===== src/fba_pkg.sv =====
package fba_pkg;

  localparam int WordW    = 16;
  localparam int WordBits = 4;
  localparam int MaxSpan  = 256;
  localparam int CountW   = 9;

  typedef enum logic [1:0] {
    OP_ALLOC    = 2'd0,
    OP_FIND_RUN = 2'd1,
    OP_MARK     = 2'd2,
    OP_CLEAR    = 2'd3
  } op_e;

  typedef enum logic {
    ST_IDLE,
    ST_SCAN
  } state_e;

  typedef struct packed {
    op_e        op;
    logic [7:0] frame;
    logic [8:0] run_length;
  } req_t;

  typedef struct packed {
    logic       found;
    logic [7:0] result_frame;
  } rsp_t;

  // Outcome of one word pass through the scan unit.
  typedef struct packed {
    logic                hit;
    logic [WordBits-1:0] idx;
    logic [CountW-1:0]   count;
  } scan_t;

  // Index of the highest set bit; zero for an empty word.
  function automatic logic [WordBits-1:0] fba_msb(input logic [WordW-1:0] v);
    logic [WordBits-1:0] r;
    r = '0;
    for (int k = 0; k < WordW; k++) begin
      if (v[k]) begin
        r = WordBits'(k);
      end
    end
    return r;
  endfunction

endpackage


===== src/fba_bitmap.sv =====
module fba_bitmap #(
  parameter int NWORDS = 16,
  parameter int AW     = 4
) (
  input  logic                      clk_i,
  input  logic                      rst_ni,
  input  logic                      clr_i,
  input  logic                      set_en_i,
  input  logic [AW-1:0]             set_addr_i,
  input  logic [fba_pkg::WordBits-1:0] set_bit_i,
  input  logic [AW-1:0]             rd_addr_i,
  output logic [fba_pkg::WordW-1:0] rd_data_o
);
  import fba_pkg::*;

  logic [WordW-1:0] words_q [NWORDS];

  always_ff @(posedge clk_i or negedge rst_ni) begin
    if (!rst_ni) begin
      for (int w = 0; w < NWORDS; w++) begin
        words_q[w] <= '0;
      end
    end else if (clr_i) begin
      for (int w = 0; w < NWORDS; w++) begin
        words_q[w] <= '0;
      end
    end else if (set_en_i) begin
      words_q[set_addr_i][set_bit_i] <= 1'b1;
    end
  end

  assign rd_data_o = words_q[rd_addr_i];

endmodule


===== src/fba_word_scan.sv =====
module fba_word_scan (
  input  logic [fba_pkg::WordW-1:0]  busy_i,
  input  logic                       is_run_i,
  input  logic [fba_pkg::CountW-1:0] count_i,
  input  logic [8:0]                 run_len_i,
  output fba_pkg::scan_t             scan_o
);
  import fba_pkg::*;

  always_comb begin
    logic [WordW-1:0] low;
    logic [WordW-1:0] m;
    logic [9:0]       cnt;
    logic             hit_j;
    scan_o = '0;
    // Walk from the top so the lowest qualifying bit wins.
    for (int j = WordW - 1; j >= 0; j--) begin
      low = {WordW{1'b1}} >> (WordW - 1 - j);
      m   = busy_i & low;
      // Length of the free run ending at bit j, carried in from earlier words.
      if (m == '0) begin
        cnt = 10'(count_i) + 10'(j + 1);
      end else begin
        cnt = 10'(j) - 10'(fba_msb(m));
      end
      if (is_run_i) begin
        hit_j = (cnt >= 10'(run_len_i));
      end else begin
        hit_j = !busy_i[j];
      end
      if (hit_j) begin
        scan_o.hit = 1'b1;
        scan_o.idx = WordBits'(j);
      end
      if (j == WordW - 1) begin
        scan_o.count = cnt[CountW-1:0];
      end
    end
  end

endmodule


===== src/frame_bitmap_allocator.sv =====
// Channel   | Direction | Handshake                    | Payload
// ----------+-----------+------------------------------+----------------------------
// request   | in        | start_i, accepted if !busy_o | req_i  (op, frame, run_length)
// result    | out       | rsp_valid_o, one-cycle pulse | rsp_o  (found, result_frame)
// config    | in        | cfg_valid_i / cfg_ready_o    | cfg_data_i (frames_in_use)
//
// Mark and clear requests never raise busy_o; the result pulses in the
// following cycle, so they can be issued back to back.
// Alloc and find-run walk the bitmap one 16-bit word per cycle through a
// shared scan unit, up to the word that holds the limit; a hit ends the walk
// early, and busy_o is high for the walk.
// Reset clears the bitmap at once (flip-flop storage) and sets the limit to 256.
// The receiver cannot stall: each result is shown for exactly one cycle.
module frame_bitmap_allocator #(
  parameter int NUM_FRAMES = 256
) (
  input  logic          clk_i,
  input  logic          rst_ni,
  input  logic          start_i,
  output logic          busy_o,
  input  fba_pkg::req_t req_i,
  output logic          rsp_valid_o,
  output fba_pkg::rsp_t rsp_o,
  input  logic          cfg_valid_i,
  output logic          cfg_ready_o,
  input  logic [8:0]    cfg_data_i
);
  import fba_pkg::*;

  // Only frames below 256 are ever reachable, so storage stops there.
  localparam int Span   = (NUM_FRAMES < MaxSpan) ? NUM_FRAMES : MaxSpan;
  localparam int NWords = (Span + WordW - 1) / WordW;
  localparam int AW     = (NWords > 1) ? $clog2(NWords) : 1;

  state_e            state_q, state_d;
  logic [AW-1:0]     word_q, word_d;
  logic [CountW-1:0] count_q, count_d;
  logic              is_run_q, is_run_d;
  logic [8:0]        runlen_q, runlen_d;
  rsp_t              rsp_q, rsp_d;
  logic              rsp_valid_q, rsp_valid_d;
  logic [8:0]        cfg_q;

  logic [8:0]          lim;
  logic [AW-1:0]       last_word;
  logic [8:0]          rem;
  logic [WordW-1:0]    valid_mask;
  logic [WordW-1:0]    rd_word;
  logic [WordW-1:0]    scan_busy;
  scan_t               scan;
  logic                clr;
  logic                set_en;
  logic [AW-1:0]       set_addr;
  logic [WordBits-1:0] set_bit;
  logic [8:0]          pos;
  logic [8:0]          run_start;

  // The limit register takes a write whenever offered.
  assign cfg_ready_o = 1'b1;

  always_ff @(posedge clk_i or negedge rst_ni) begin
    if (!rst_ni) begin
      cfg_q <= 9'(MaxSpan);
    end else if (cfg_valid_i && cfg_ready_o) begin
      cfg_q <= cfg_data_i;
    end
  end

  // Effective span and the last word a search has to visit.
  assign lim       = (cfg_q > 9'(Span)) ? 9'(Span) : cfg_q;
  assign last_word = AW'((lim - 9'd1) >> WordBits);

  // Treat frames at or above the limit as busy.
  assign rem        = lim - (9'(word_q) << WordBits);
  assign valid_mask = (rem >= 9'(WordW)) ? {WordW{1'b1}}
                                         : ((WordW'(1) << rem[WordBits-1:0]) - WordW'(1));
  assign scan_busy  = rd_word | ~valid_mask;

  fba_bitmap #(
    .NWORDS (NWords),
    .AW     (AW)
  ) u_bitmap (
    .clk_i      (clk_i),
    .rst_ni     (rst_ni),
    .clr_i      (clr),
    .set_en_i   (set_en),
    .set_addr_i (set_addr),
    .set_bit_i  (set_bit),
    .rd_addr_i  (word_q),
    .rd_data_o  (rd_word)
  );

  fba_word_scan u_scan (
    .busy_i    (scan_busy),
    .is_run_i  (is_run_q),
    .count_i   (count_q),
    .run_len_i (runlen_q),
    .scan_o    (scan)
  );

  // Hit position and, for a run, its first frame.
  assign pos       = 9'({word_q, scan.idx});
  assign run_start = pos + 9'd1 - runlen_q;

  always_ff @(posedge clk_i or negedge rst_ni) begin
    if (!rst_ni) begin
      state_q     <= ST_IDLE;
      rsp_valid_q <= 1'b0;
    end else begin
      state_q     <= state_d;
      rsp_valid_q <= rsp_valid_d;
    end
  end

  always_ff @(posedge clk_i) begin
    word_q   <= word_d;
    count_q  <= count_d;
    is_run_q <= is_run_d;
    runlen_q <= runlen_d;
    rsp_q    <= rsp_d;
  end

  always_comb begin
    state_d     = state_q;
    word_d      = word_q;
    count_d     = count_q;
    is_run_d    = is_run_q;
    runlen_d    = runlen_q;
    rsp_d       = rsp_q;
    rsp_valid_d = 1'b0;
    clr         = 1'b0;
    set_en      = 1'b0;
    set_addr    = word_q;
    set_bit     = scan.idx;
    unique case (state_q)
      ST_IDLE: begin
        if (start_i) begin
          rsp_d.result_frame = '0;
          unique case (req_i.op) inside
            OP_ALLOC, OP_FIND_RUN: begin
              is_run_d = (req_i.op == OP_FIND_RUN);
              runlen_d = req_i.run_length;
              word_d   = '0;
              count_d  = '0;
              // Fail at once on an empty span or a zero-length run.
              if (lim == '0 || (is_run_d && req_i.run_length == '0)) begin
                rsp_valid_d = 1'b1;
                rsp_d.found = 1'b0;
              end else begin
                state_d = ST_SCAN;
              end
            end
            OP_MARK: begin
              rsp_valid_d = 1'b1;
              rsp_d.found = 1'b0;
              if (9'(req_i.frame) < lim) begin
                set_en      = 1'b1;
                set_addr    = req_i.frame[WordBits +: AW];
                set_bit     = req_i.frame[WordBits-1:0];
                rsp_d.found = 1'b1;
              end
            end
            OP_CLEAR: begin
              clr         = 1'b1;
              rsp_valid_d = 1'b1;
              rsp_d.found = 1'b1;
            end
            default: begin
              rsp_valid_d = 1'b1;
              rsp_d.found = 1'b0;
            end
          endcase
        end
      end
      ST_SCAN: begin
        if (scan.hit) begin
          // Claim the frame on alloc; find-run only reports.
          set_en             = !is_run_q;
          rsp_valid_d        = 1'b1;
          rsp_d.found        = 1'b1;
          rsp_d.result_frame = is_run_q ? run_start[7:0] : pos[7:0];
          state_d            = ST_IDLE;
        end else if (word_q == last_word) begin
          rsp_valid_d        = 1'b1;
          rsp_d.found        = 1'b0;
          rsp_d.result_frame = '0;
          state_d            = ST_IDLE;
        end else begin
          word_d  = word_q + AW'(1);
          count_d = scan.count;
        end
      end
      default: begin
        state_d = ST_IDLE;
      end
    endcase
  end

  assign busy_o      = (state_q == ST_SCAN);
  assign rsp_valid_o = rsp_valid_q;
  assign rsp_o       = rsp_q;

endmodule


===== config.mk =====
export PLATFORM = sky130hd
export DESIGN_NAME = frame_bitmap_allocator
export DESIGN_NICKNAME = d
export VERILOG_FILES = /design/src/fba_pkg.sv /design/src/fba_bitmap.sv /design/src/fba_word_scan.sv /design/src/frame_bitmap_allocator.sv
export SDC_FILE = /design/constraint.sdc
export NUM_CORES = 1
export LEC_CHECK = 0
export ABC_AREA = 1
export BUFFER_PORTS_ARGS = -buffer_cell sky130_fd_sc_hd__buf_2
export CELL_PAD_IN_SITES_DETAIL_PLACEMENT = 0
export CELL_PAD_IN_SITES_GLOBAL_PLACEMENT = 2
export CORE_ASPECT_RATIO = 2
export CORE_MARGIN = 10
export CORE_UTILIZATION = 38
export DETAILED_ROUTE_END_ITERATION = 16
export GPL_TIMING_DRIVEN = 0
export PLACE_DENSITY_LB_ADDON = 0.1
export SLEW_MARGIN = 20
export SYNTH_ARGS = -nofsm -noshare
export SYNTH_HDL_FRONTEND = slang
export SYNTH_SLANG_ARGS = --single-unit

===== constraint.sdc =====
create_clock -name clk_i -period 9.9 [get_ports clk_i]
set_input_delay 1.485 -clock clk_i [delete_from_list [all_inputs] [get_ports clk_i]]
set_output_delay 1.485 -clock clk_i [all_outputs]
set_load 0.05 [all_outputs]

======== After elaboration in Yosys (flattened, before gate mapping) ========
Index checks and enable logic that the tools add are counted.
word-level totals
  register bits ........................... 299
  input bits .............................. 32
  output and inout port bits .............. 12
  word-level logic and storage cells ...... 285
operators by class
  bitwise gates (word level) .............. 6
  equality and inequality tests ........... 10
  reduce and logical (&&, ||, !) cells .... 46
  $lt $le $gt $ge ......................... 24
  $add $sub $neg .......................... 38
  shift-type cells ........................ 1
  mux-type cells .......................... 135
operator list
  operator                 count
  $mux W256                2
  $logic_not A16 Y1        16
  $or A256 B256 Y256       1
  $mux W4                  41
  $ge A10 B9 Y1            16
  $mux W10                 16
  $add A9 B4 Y10 const B   8
  $mux W5                  16
  $mux W9                  8
  $bmux W16 S4             1
  $demux W16 S4            1
  $mux W16                 4
  $add A9 B3 Y10 const B   4
  $sub A4 B4 Y5 const A    8
  $mux W1                  36
  $pmux W9 S2              2
  $add A9 B2 Y10 const B   2
  $sub A3 B4 Y5 const A    4
  $logic_not A9 Y1         2
  $logic_not A1 Y1         17
  $not A16 Y16             1
  $or A16 B16 Y16          1
  $shl A1 B4 Y16 const A   1
  $sub A16 B1 Y16 const B  1
  39 further kinds         51

======== Logic depth before layout (Yosys ltp) ========
Gate-level depths: netlist of the first run.
  depth after elaboration ................. 57
  mapped depth ............................ 71
  mapped depth without buffers ............ 71

======== Cells and area by module ========
Synthesis of the first run repeated with hierarchy kept, for this count alone.
unflattened totals
  cells, all modules ...................... 3184
  area, all modules ....................... 22643.0 sq um
modules (own cells, without submodules)
  module                  cells each  seq. area each (sq um)  area each (sq um)  instances
  fba_bitmap              1708        6406.1                  12843.6            1
  fba_word_scan           1117        0.0                     6677.7             1
  frame_bitmap_allocator  359         1237.4                  3121.7             1

======== Worst setup path before layout of the first run ========
Ideal clock, no wire load.
  path type ............................... register to register
  from .................................... register cfg_q[8]
  to ...................................... register rsp_q (netlist bit rsp_o[7]) (data pin)
  cell stages (with the launch flop) ...... 61
  required time ........................... 9.645 ns
  period minus slack after synthesis ...... 7.641 ns
  slack ................................... 2.259 ns
  arrival ................................. 7.386 ns
  cells stage by stage .................... dfstp_2 inv_2 buf_6 nor2_1 nor2_1 inv_1 ha_1 inv_1 fa_1 nor2_1 nand2_1 nor2_1 nand3_1 nor2_4 nand2_1 nand2_1 inv_1 o21ai_0 [... 25 more ...] nor2_1 nor2_1 nor2_1 o21ai_1 nand3_2 ha_1 inv_1 ha_1 fa_1 a21oi_1 o21ai_0 a21oi_1 nor2_1 nor2_1 or2_2 nand3_1 xor2_1 nor2_1
between the ends
  longest elaborated chain between the ends .. 49
  elaborated cells on any way between the ends .. 155
RTL lines
  item                      RTL line                       text
  start: declaration        frame_bitmap_allocator.sv:42   logic [8:0] cfg_q;
  start signal: assignment  frame_bitmap_allocator.sv:63   cfg_q <= 9'(MaxSpan);
  start signal: assignment  frame_bitmap_allocator.sv:65   cfg_q <= cfg_data_i;
  $gt A9 B9 Y1              frame_bitmap_allocator.sv:70   assign lim = (cfg_q > 9'(Span)) ? 9'(Span) : cfg_q;
  $mux W9 *                 frame_bitmap_allocator.sv:70
  $sub A9 B8 Y9 *           frame_bitmap_allocator.sv:74   assign rem = lim - (9'(word_q) << WordBits);
  $shl A1 B4 Y16            frame_bitmap_allocator.sv:76   : ((WordW'(1) << rem[WordBits-1:0]) - WordW'(1));
  $sub A16 B1 Y16           frame_bitmap_allocator.sv:76
  $mux W16 *                frame_bitmap_allocator.sv:75   assign valid_mask = (rem >= 9'(WordW)) ? {WordW{1'b1}}
  $not A16 Y16 *            frame_bitmap_allocator.sv:77   assign scan_busy = rd_word | ~valid_mask;
  $or A16 B16 Y16 *         frame_bitmap_allocator.sv:77
  [... 19 more ...]         n/a
  $mux W1                   fba_word_scan.sv:26            if (is_run_i) begin
  $mux W5 (15 in series)    fba_word_scan.sv:31            if (hit_j) begin
  $mux W5 *                 fba_word_scan.sv:31
  $add A8 B1 Y8             frame_bitmap_allocator.sv:103  assign run_start = pos + 9'd1 - runlen_q;
  $sub A8 B8 Y8             frame_bitmap_allocator.sv:103
  $mux W8                   frame_bitmap_allocator.sv:181  rsp_d.result_frame = is_run_q ? run_start[7:0] : pos[7:0];
  $mux W9 *                 frame_bitmap_allocator.sv:176  if (scan.hit) begin
  $pmux W9 S2 *             frame_bitmap_allocator.sv:135  unique case (state_q)
  end signal: assignment    frame_bitmap_allocator.sv:120  rsp_q <= rsp_d;
  end: declaration          frame_bitmap_allocator.sv:40   rsp_t rsp_q, rsp_d;
Mark *: on every way between the ends. The rest lies on a longest branch, timed or not. The select of a mux whose other input is x is not followed.
A chain may end at the register's enable or synchronous reset.

======== Worst setup path after layout of the first run ========
  from .................................... register word_q[3]
  to ...................................... register rsp_q (netlist bit rsp_o[7]) (data pin)
between the ends
  longest elaborated chain between the ends .. 46
  elaborated cells on any way between the ends .. 155
RTL lines
  item                                          RTL line                                        text
  start: declaration                            frame_bitmap_allocator.sv:36                    logic [AW-1:0] word_q, word_d;
  start signal: assignment                      frame_bitmap_allocator.sv:116                   word_q <= word_d;
  $sub A9 B8 Y9 or $not A4 Y5 (tied branches)   frame_bitmap_allocator.sv:74, fba_bitmap.sv:32
  $ge A9 B5 Y1 or $bmux W16 S4 (tied branches)  frame_bitmap_allocator.sv:75, fba_bitmap.sv:32
  $mux W16, on equally long branches            frame_bitmap_allocator.sv:75, fba_bitmap.sv:32
  $not A16 Y16 or $mux W16 (tied branches)      frame_bitmap_allocator.sv:77, fba_bitmap.sv:32
  $or A16 B16 Y16                               frame_bitmap_allocator.sv:77
  $mux W1                                       fba_pkg.sv:43                                   if (v[k]) begin
  $mux W2                                       fba_pkg.sv:43
  $mux W4 (13 in series)                        fba_pkg.sv:43
  [... 3 more ...]                              n/a
  $ge A10 B9 Y1                                 fba_word_scan.sv:27                             hit_j = (cnt >= 10'(run_len_i));
  $mux W1                                       fba_word_scan.sv:26
  $mux W5 (16 in series)                        fba_word_scan.sv:31
  $add A8 B1 Y8                                 frame_bitmap_allocator.sv:103
  $sub A8 B8 Y8                                 frame_bitmap_allocator.sv:103
  $mux W8                                       frame_bitmap_allocator.sv:181
  $mux W9 *                                     frame_bitmap_allocator.sv:176
  $pmux W9 S2 *                                 frame_bitmap_allocator.sv:135
Marked as above.

==> impl_metrics.csv, run 1 <==
group,metric,value,unit
cts,cts_tree,"yes",
floorplan,die_h,365.6,um
floorplan,coreArea,59120,um2
min_path,holdPathEnd,"u_bitmap.words_q[133]",
synthesis,synth-edff-count,32,
cts,cts_buffers,34,
power,p_sw,1.772,mW
cts,clkLatencyLatePin,0.55,ns
cells_and_area,n_antenna_cell,0,
detailed_routing,first_iter_violations,1547,
grt,grt_pass1_wl,153300,um
floorplan,std_cell_rows,126,
sta,finClkSkew,0.02344,ns
cts,cts-root-buf,"clkbuf_16",
sta,finalSetupViolCount,0,
place,gp_congestion,1.012,
cells_and_area,layout-drive-gt1-share,11.52,%
run_status,outcome,"completed",
cells_and_area,seq_area,7644,um2
sta,fin_crit_sh,94.78,%
worst_setup_path,critical_path.most_common_cell,"nand2_1",
detailed_routing,routed_wl,107900,um
worst_setup_path,path_class,"reg2reg",
power,comb_power_share,37.9,%
min_path,hold_path_class,"reg2reg",
worst_setup_path,end_kind,"flop",
worst_setup_path,timing.rr.end,"rsp_o[7]",
power,p_sw_share,41.12,%
synthesis,syn_nets,3371,
job,cap_violations,0,
place,place_area,23980,um2
min_path,min_from,"u_bitmap.words_q[133]",
floorplan,die-width,192.8,um
worst_setup_path,slowest_stage,"nor2_2",
sta,finalCriticalPeriod,9.383,ns
worst_setup_path,crit_path_max_fanout,10,
worst_setup_path,r2r_start,"word_q[3]",
synthesis,netlist_top_cells_count,"nor2_1 (578), nand2_1 (501), inv_1 (326)",
synthesis,syn_inst,3142,
grt,grt_max_degree,92,
place,hpwl,83880,um
floorplan,die_area,70490,um2
power,internal_power,2.537,mW
sta,slew_headroom,18.23,%
grt,gr-total-overflow,0,
synthesis,synthArstFlopShare,89.30,%
detailed_routing,drc_errors,0,
place,dp_cells,3955,
worst_setup_path,arrival,9.68,ns
cts,htree_levels,2,
floorplan,start_util,38.39,%
place,io_buffers,41,
cells_and_area,area_growth,12.19,%
worst_setup_path,start_kind,"flop",
cts,clkTransAtPathRegs,0.06,ns
power,p_clk_share,31.1,%
cts,clock_path_buffers,3,
synthesis,yosys-top-cells-area,"dfrtp_1 (29%), ha_1 (11%), nor2_1 (9.6%)",
detailed_routing,firstDrtPassIters,7,
synthesis,yosys_warnings,0,
sta,maxSlewViolCount,0,
grt,grtUsageTotal,30.35,%
grt,grt_antenna_before_repair,2,
synthesis,ys.flop_type,"dfrtp_1",
cts,cts.sinks,299,
detailed_routing,ant_nets,0,
detailed_routing,route.vias.total,22458,
synthesis,synth_most_common_cell,"nor2_1",
worst_setup_path,reg2reg_depth,57,
cells_and_area,finalNonFillerCells,4031,
cells_and_area,fin_area,25460,um2
worst_setup_path,cpPeakStageDelay,0.52,ns
floorplan,pin_count,44,
cells_and_area,fin_nets,3468,
power,p_per_area,169.2,nW/um2
sta,worst_slew_pin_slew,1.218,ns
detailed_routing,wl_per_cell,26.76,um
cells_and_area,n_fill_cell,6335,
synthesis,synth_top_area_share,29.33,%
synthesis,yosysTopAreaCell,"dfrtp_1",
power,power_frac_seq,30.9,%
power,ir_drop,0.1163,mV
sta,hold_viol_final,0,
synthesis,yosysSeqAreaShare,33.68,%
synthesis,synth_area,22690,um2
detailed_routing,via_per_inst,5.571,
synthesis,syn_avg_cell_area,7.223,um2
worst_setup_path,cp.required,10.20,ns
cells_and_area,fin_util,43.07,%
grt,grt_pass1_vias,22466,
synthesis,synth_cell_types,63,
synthesis,synth_seq_cells,299,
power,power.leakage,11.93,nW
min_path,hold_path_depth,2,
sta,timing.fmax,0.1066,GHz
cells_and_area,multi_input_area,12960,um2
cts,holdBufCountCts,0,
worst_setup_path,r2r_slack,0.52,ns
worst max-delay path by stage:
stage               slack (ns)       end  startpoint  cells after the start
floorplan                 2.26  rsp_o[7]    cfg_q[8]                     60
global placement         -1.34  rsp_o[7]   word_q[1]                     58
detailed placement       -1.40  rsp_o[7]   word_q[1]                     58
CTS                       0.01  rsp_o[7]    cfg_q[4]                     69
global route             -0.08  rsp_o[7]    cfg_q[7]                     71
finish                    0.52  rsp_o[7]   word_q[3]                     57
per-stage QoR:
step | worst slack, ns | setup TNS [ns] | power, mW | hold slack (ns)
3_5_place_dp | -1.400 | -103.61 | 2.911 | 0.4864
6_report | 0.5165 | 0 | 4.309 | 0.4952
5_1_grt | -0.07860 | -0.07860 | 4.512 | 0.5126
3_3_place_gp | -1.339 | -78.92 | 2.886 | 0.4778
4_1_cts | 0.01142 | 0 | 4.261 | 0.4999
2_1_floorplan | 2.259 | 0 | 2.324 | 0.4608
worst max-delay path: cells and delay by family (launching register included):
family / cells / cell delay (ns)
and+or+nand+nor: 33 / 4.03
buffers and inverters: 8 / 1.68
adders and majority gates: 6 / 1.59
AOI/OAI and AO/OA: 7 / 0.99
DFF: 1 / 0.35
xor gates and xnor gates: 2 / 0.30
muxes: 1 / 0.13
repair_timing:
item                       CTS  global route
gates resized for setup     19            45
setup endpoints to repair  264            30
setup buffers                3            15
pin swaps                    1            18
cloned                       1             0
sequential cells by signal, summed over array words and instances, names as in the netlist:
name,flops
u_bitmap.words_q,256
rsp_o,9
count_q,9
is_run_q,1
cfg_q,9
busy_o,1
runlen_q,9
word_q,4
rsp_valid_o,1
layer usage:
layer	share of wire, %	up-vias	wire [um]	track usage (%)
met5	0.0083	-	9	0
met4	12	2	12710	29.81
met3	4.0	388	4264	3.142
met2	52	803	56360	55.52
met1	32	10719	34520	28.19
li1	-	10546	-	-
cells by family (layout without fill, tap and decap cells):
family | after synthesis | count (layout) | share of synthesized area (%)
AO/OA/AOI/OAI | 495 | 495 | 11.82
XOR/XNOR | 75 | 75 | 2.894
adder cells (fa/ha/maj) | 197 | 197 | 10.93
buffers and inverters | 535 | 655 | 10.22
flip-flops | 299 | 299 | 33.68
multiplexers | 3 | 3 | 0.1378
other | 1 | 1 | 0.01652
AND/OR/NAND/NOR | 1537 | 1538 | 30.31
area by class of cell:
cell class	count	share of cell area [%]
Clock inverter	12	0.5111
Timing Repair Buffer	63	1.759
Clock buffer	48	3.946
Buffer	161	3.602
Tap cell	768	3.774
Inverter	371	5.494
Sequential cell	299	30.02
Multi-Input combinational cell	2309	50.89
layout by cell type (no fill, tap or decap), types with 14 or more instances in the layout:
master / netlist / layout
a21oi_1: 261 / 255
buf_2: 56 / 94
buf_4: 11 / 29
buf_6: 24 / 25
clkbuf_1: 62 / 66
clkbuf_16: 0 / 35
dfrtp_1: 266 / 266
edfxtp_1: 32 / 32
ha_1: 195 / 193
inv_1: 326 / 319
inv_2: 35 / 42
nand2_1: 501 / 486
nand2_2: 9 / 23
nand3_1: 213 / 210
nand4_1: 155 / 155
nor2_1: 578 / 568
nor2_2: 17 / 24
nor2_4: 10 / 14
o21ai_0: 149 / 143
o21ai_1: 19 / 18
xor2_1: 63 / 62
power by group through the flow:
stage | registers [mW] | clock network (mW) | logic [mW]
global route | 1.34 | 1.40 | 1.78
floorplan | 1.36 | 0 | 0.968
finish | 1.33 | 1.34 | 1.63
detailed placement | 1.36 | 0 | 1.56
CTS | 1.33 | 1.35 | 1.57
global placement | 1.36 | 0 | 1.53
Power figures use the tool's default switching activity.
==> run 2: changes to the inputs <==
Clock period 9.9 ns to 10 ns, I/O delays scaled along.
==> run 2 against run 1 <==
  * Power fell by 1.3%
  * Register-to-register slack improved by 0.04 ns
  * Global-route usage hardly changed
  * Critical path type unchanged
  * Flip-flop and latch count stayed put
  * Count of clock-buffer cells in the layout unchanged
  * Worst setup slack improved by 0.037 ns
  * Routed wire length barely moved
  * Die area did not move
  * Combinational power barely moved
==> impl_metrics.csv, run 2 (same netlist as run 1, synthesis figures left out) <==
group,metric,value,unit
run_status,outcome,"completed",
sta,maxSlewViolCount,0,
sta,fin_crit_sh,94.47,%
grt,met1_usage,28.15,%
sta,finalSetupViolCount,0,
worst_setup_path,cp.required,10.30,ns
sta,tns,0,ns
floorplan,start_util,38.39,%
worst_setup_path,start_kind,"flop",
cells_and_area,layout-drive-gt1-share,11.26,%
cts,cts_buffers,34,
worst_setup_path,path_class,"reg2reg",
grt,met2_usage,55.55,%
grt,grt_max_degree,92,
worst_setup_path,critical_path.most_common_cell,"nand2_1",
place,hpwl,83880,um
cells_and_area,n_fill_cell,6337,
detailed_routing,first_iter_violations,1560,
grt,gr-usage-met3,3.133,%
cells_and_area,fin_util,42.97,%
cts,cts-root-buf,"clkbuf_16",
cts,cts_tree,"yes",
floorplan,coreArea,59120,um2
detailed_routing,firstDrtPassIters,6,
sta,finClkSkew,0.02356,ns
sta,setup_slack,0.5532,ns
sta,hold_ws,0.4950,ns
detailed_routing,routed_wl,107800,um
cells_and_area,final_cell_mix,"nor2_1 (568), nand2_1 (488), inv_1 (319), dfrtp_1 (266), a21oi_1 (257)",
grt,grt_pass1_wl,153100,um
sta,slew_headroom,19.94,%
worst_setup_path,arrival,9.75,ns
sta,finalCriticalPeriod,9.447,ns
job,cap_violations,0,
cts,clock_path_buffers,3,
worst_setup_path,crit_path_max_fanout,19,
grt,grt_antenna_before_repair,2,
power,ir_drop,0.1155,mV
worst_setup_path,end_kind,"flop",
power,p_per_area,167.4,nW/um2
cts,clkLatencyLatePin,0.55,ns
grt,grt_pass1_vias,22447,
detailed_routing,wl_per_cell,26.76,um
cells_and_area,regMostFlops,"u_bitmap.words_q",
power,power.leakage,11.93,nW
floorplan,die_area,70490,um2
cells_and_area,fin_nets,3465,
floorplan,die-width,192.8,um
detailed_routing,route.vias.total,22547,
worst_setup_path,critical-path-top-delay-family,"simple AND/OR/NAND/NOR gates",
grt,gr-total-overflow,0,
floorplan,pin_count,44,
worst_setup_path,slowest_stage,"edfxtp_1",
worst_setup_path,path_depth,54,
place,gp_congestion,1.012,
power,finalPower,4.254,mW
worst_setup_path,r2r_start,"word_q[2]",
cells_and_area,n_antenna_cell,0,
cts,htree_levels,2,
sta,hold_viol_final,0,
min_path,hold_path_class,"reg2reg",
min_path,min_from,"u_bitmap.words_q[133]",
detailed_routing,ant_nets,0,
sta,timing.fmax,0.1059,GHz
sta,worst_slew_pin_slew,1.192,ns
floorplan,std_cell_rows,126,
worst_setup_path,reg2reg_depth,54,
grt,grtUsageTotal,30.31,%
cells_and_area,area_growth,11.94,%
cells_and_area,layout_commonest_cell,"nor2_1",
grt,grt.busiest_layer,"met2",
min_path,hold_path_depth,2,
floorplan,die_h,365.6,um
cts,clkTransAtPathRegs,0.06,ns
worst_setup_path,worstSetupStartpoint,"word_q[2]",
worst_setup_path,cpPeakStageDelay,0.62,ns
detailed_routing,drc_errors,0,
place,io_buffers,41,
cts,cts.sinks,299,
worst_setup_path,path_buf_inv,8,
detailed_routing,via_per_inst,5.598,
place,dp_slack,-1.300,ns
cells_and_area,largest_reg_flops,256,
-- run 2: cell count changes in the layout (fill, tap and decap cells not counted), sizes merged --
cell and change:
nor2 -1, buf -2
-- run 2: layer usage --
layer	share of wire, %	wire, um	vias up
met2	52	56370	823
li1	-	-	10536
met1	32	34690	10804
met3	3.8	4147	382
met5	0.0083	9	-
met4	12	12570	2
-- run 2: path summary, 6_finish.rpt --
check                                        endpoint  slack, ns
worst max-delay path                         rsp_o[7]       0.55
worst min-delay path            u_bitmap.words_q[133]       0.49
worst max register to register               rsp_o[7]       0.55
worst min register to register  u_bitmap.words_q[133]       0.49
max in group asynchronous                    cfg_q[8]       7.98
min in group asynchronous       u_bitmap.words_q[210]       0.81
-- run 2: what timing repair did --
item	CTS	global route
hold endpoints to repair	0	0
resized for setup	15	40
buffers inserted	2	14
hold buffers	0	0
setup endpoints to repair	263	7
pin swaps	0	14
cloned	0	0
-- run 2: area by class of cell --
type                    instances  area, um2  share of cell area, %
inverters                     371       1399                  5.506
multi-input cells            2308      12900                  50.79
well taps                     768      960.9                  3.783
flip-flops and latches        299       7644                  30.09
repair buffers                 61      445.4                  1.753
clock inverters                12      130.1                 0.5122
clock buffers                  48       1005                  3.955
plain buffers                 161      917.1                  3.610
-- run 2: power breakdown --
part	internal (mW)	switching, mW
clock	0.758	0.568
combinational	0.467	1.14
sequential	1.28	0.0379
-- run 2: tightest hold or removal path: cells and delay by family, from the launching register on --
kind,cells,cell delay (ns)
AND/OR/NAND/NOR,2,0.12
flip-flops,1,0.34
-- run 2: through the flow --
stage,cells,area (um2)
global route,4028,25400
finish,4028,25400
detailed placement,3955,23980
global placement,3951,23860
floorplan,3142,22690
CTS,4014,25160
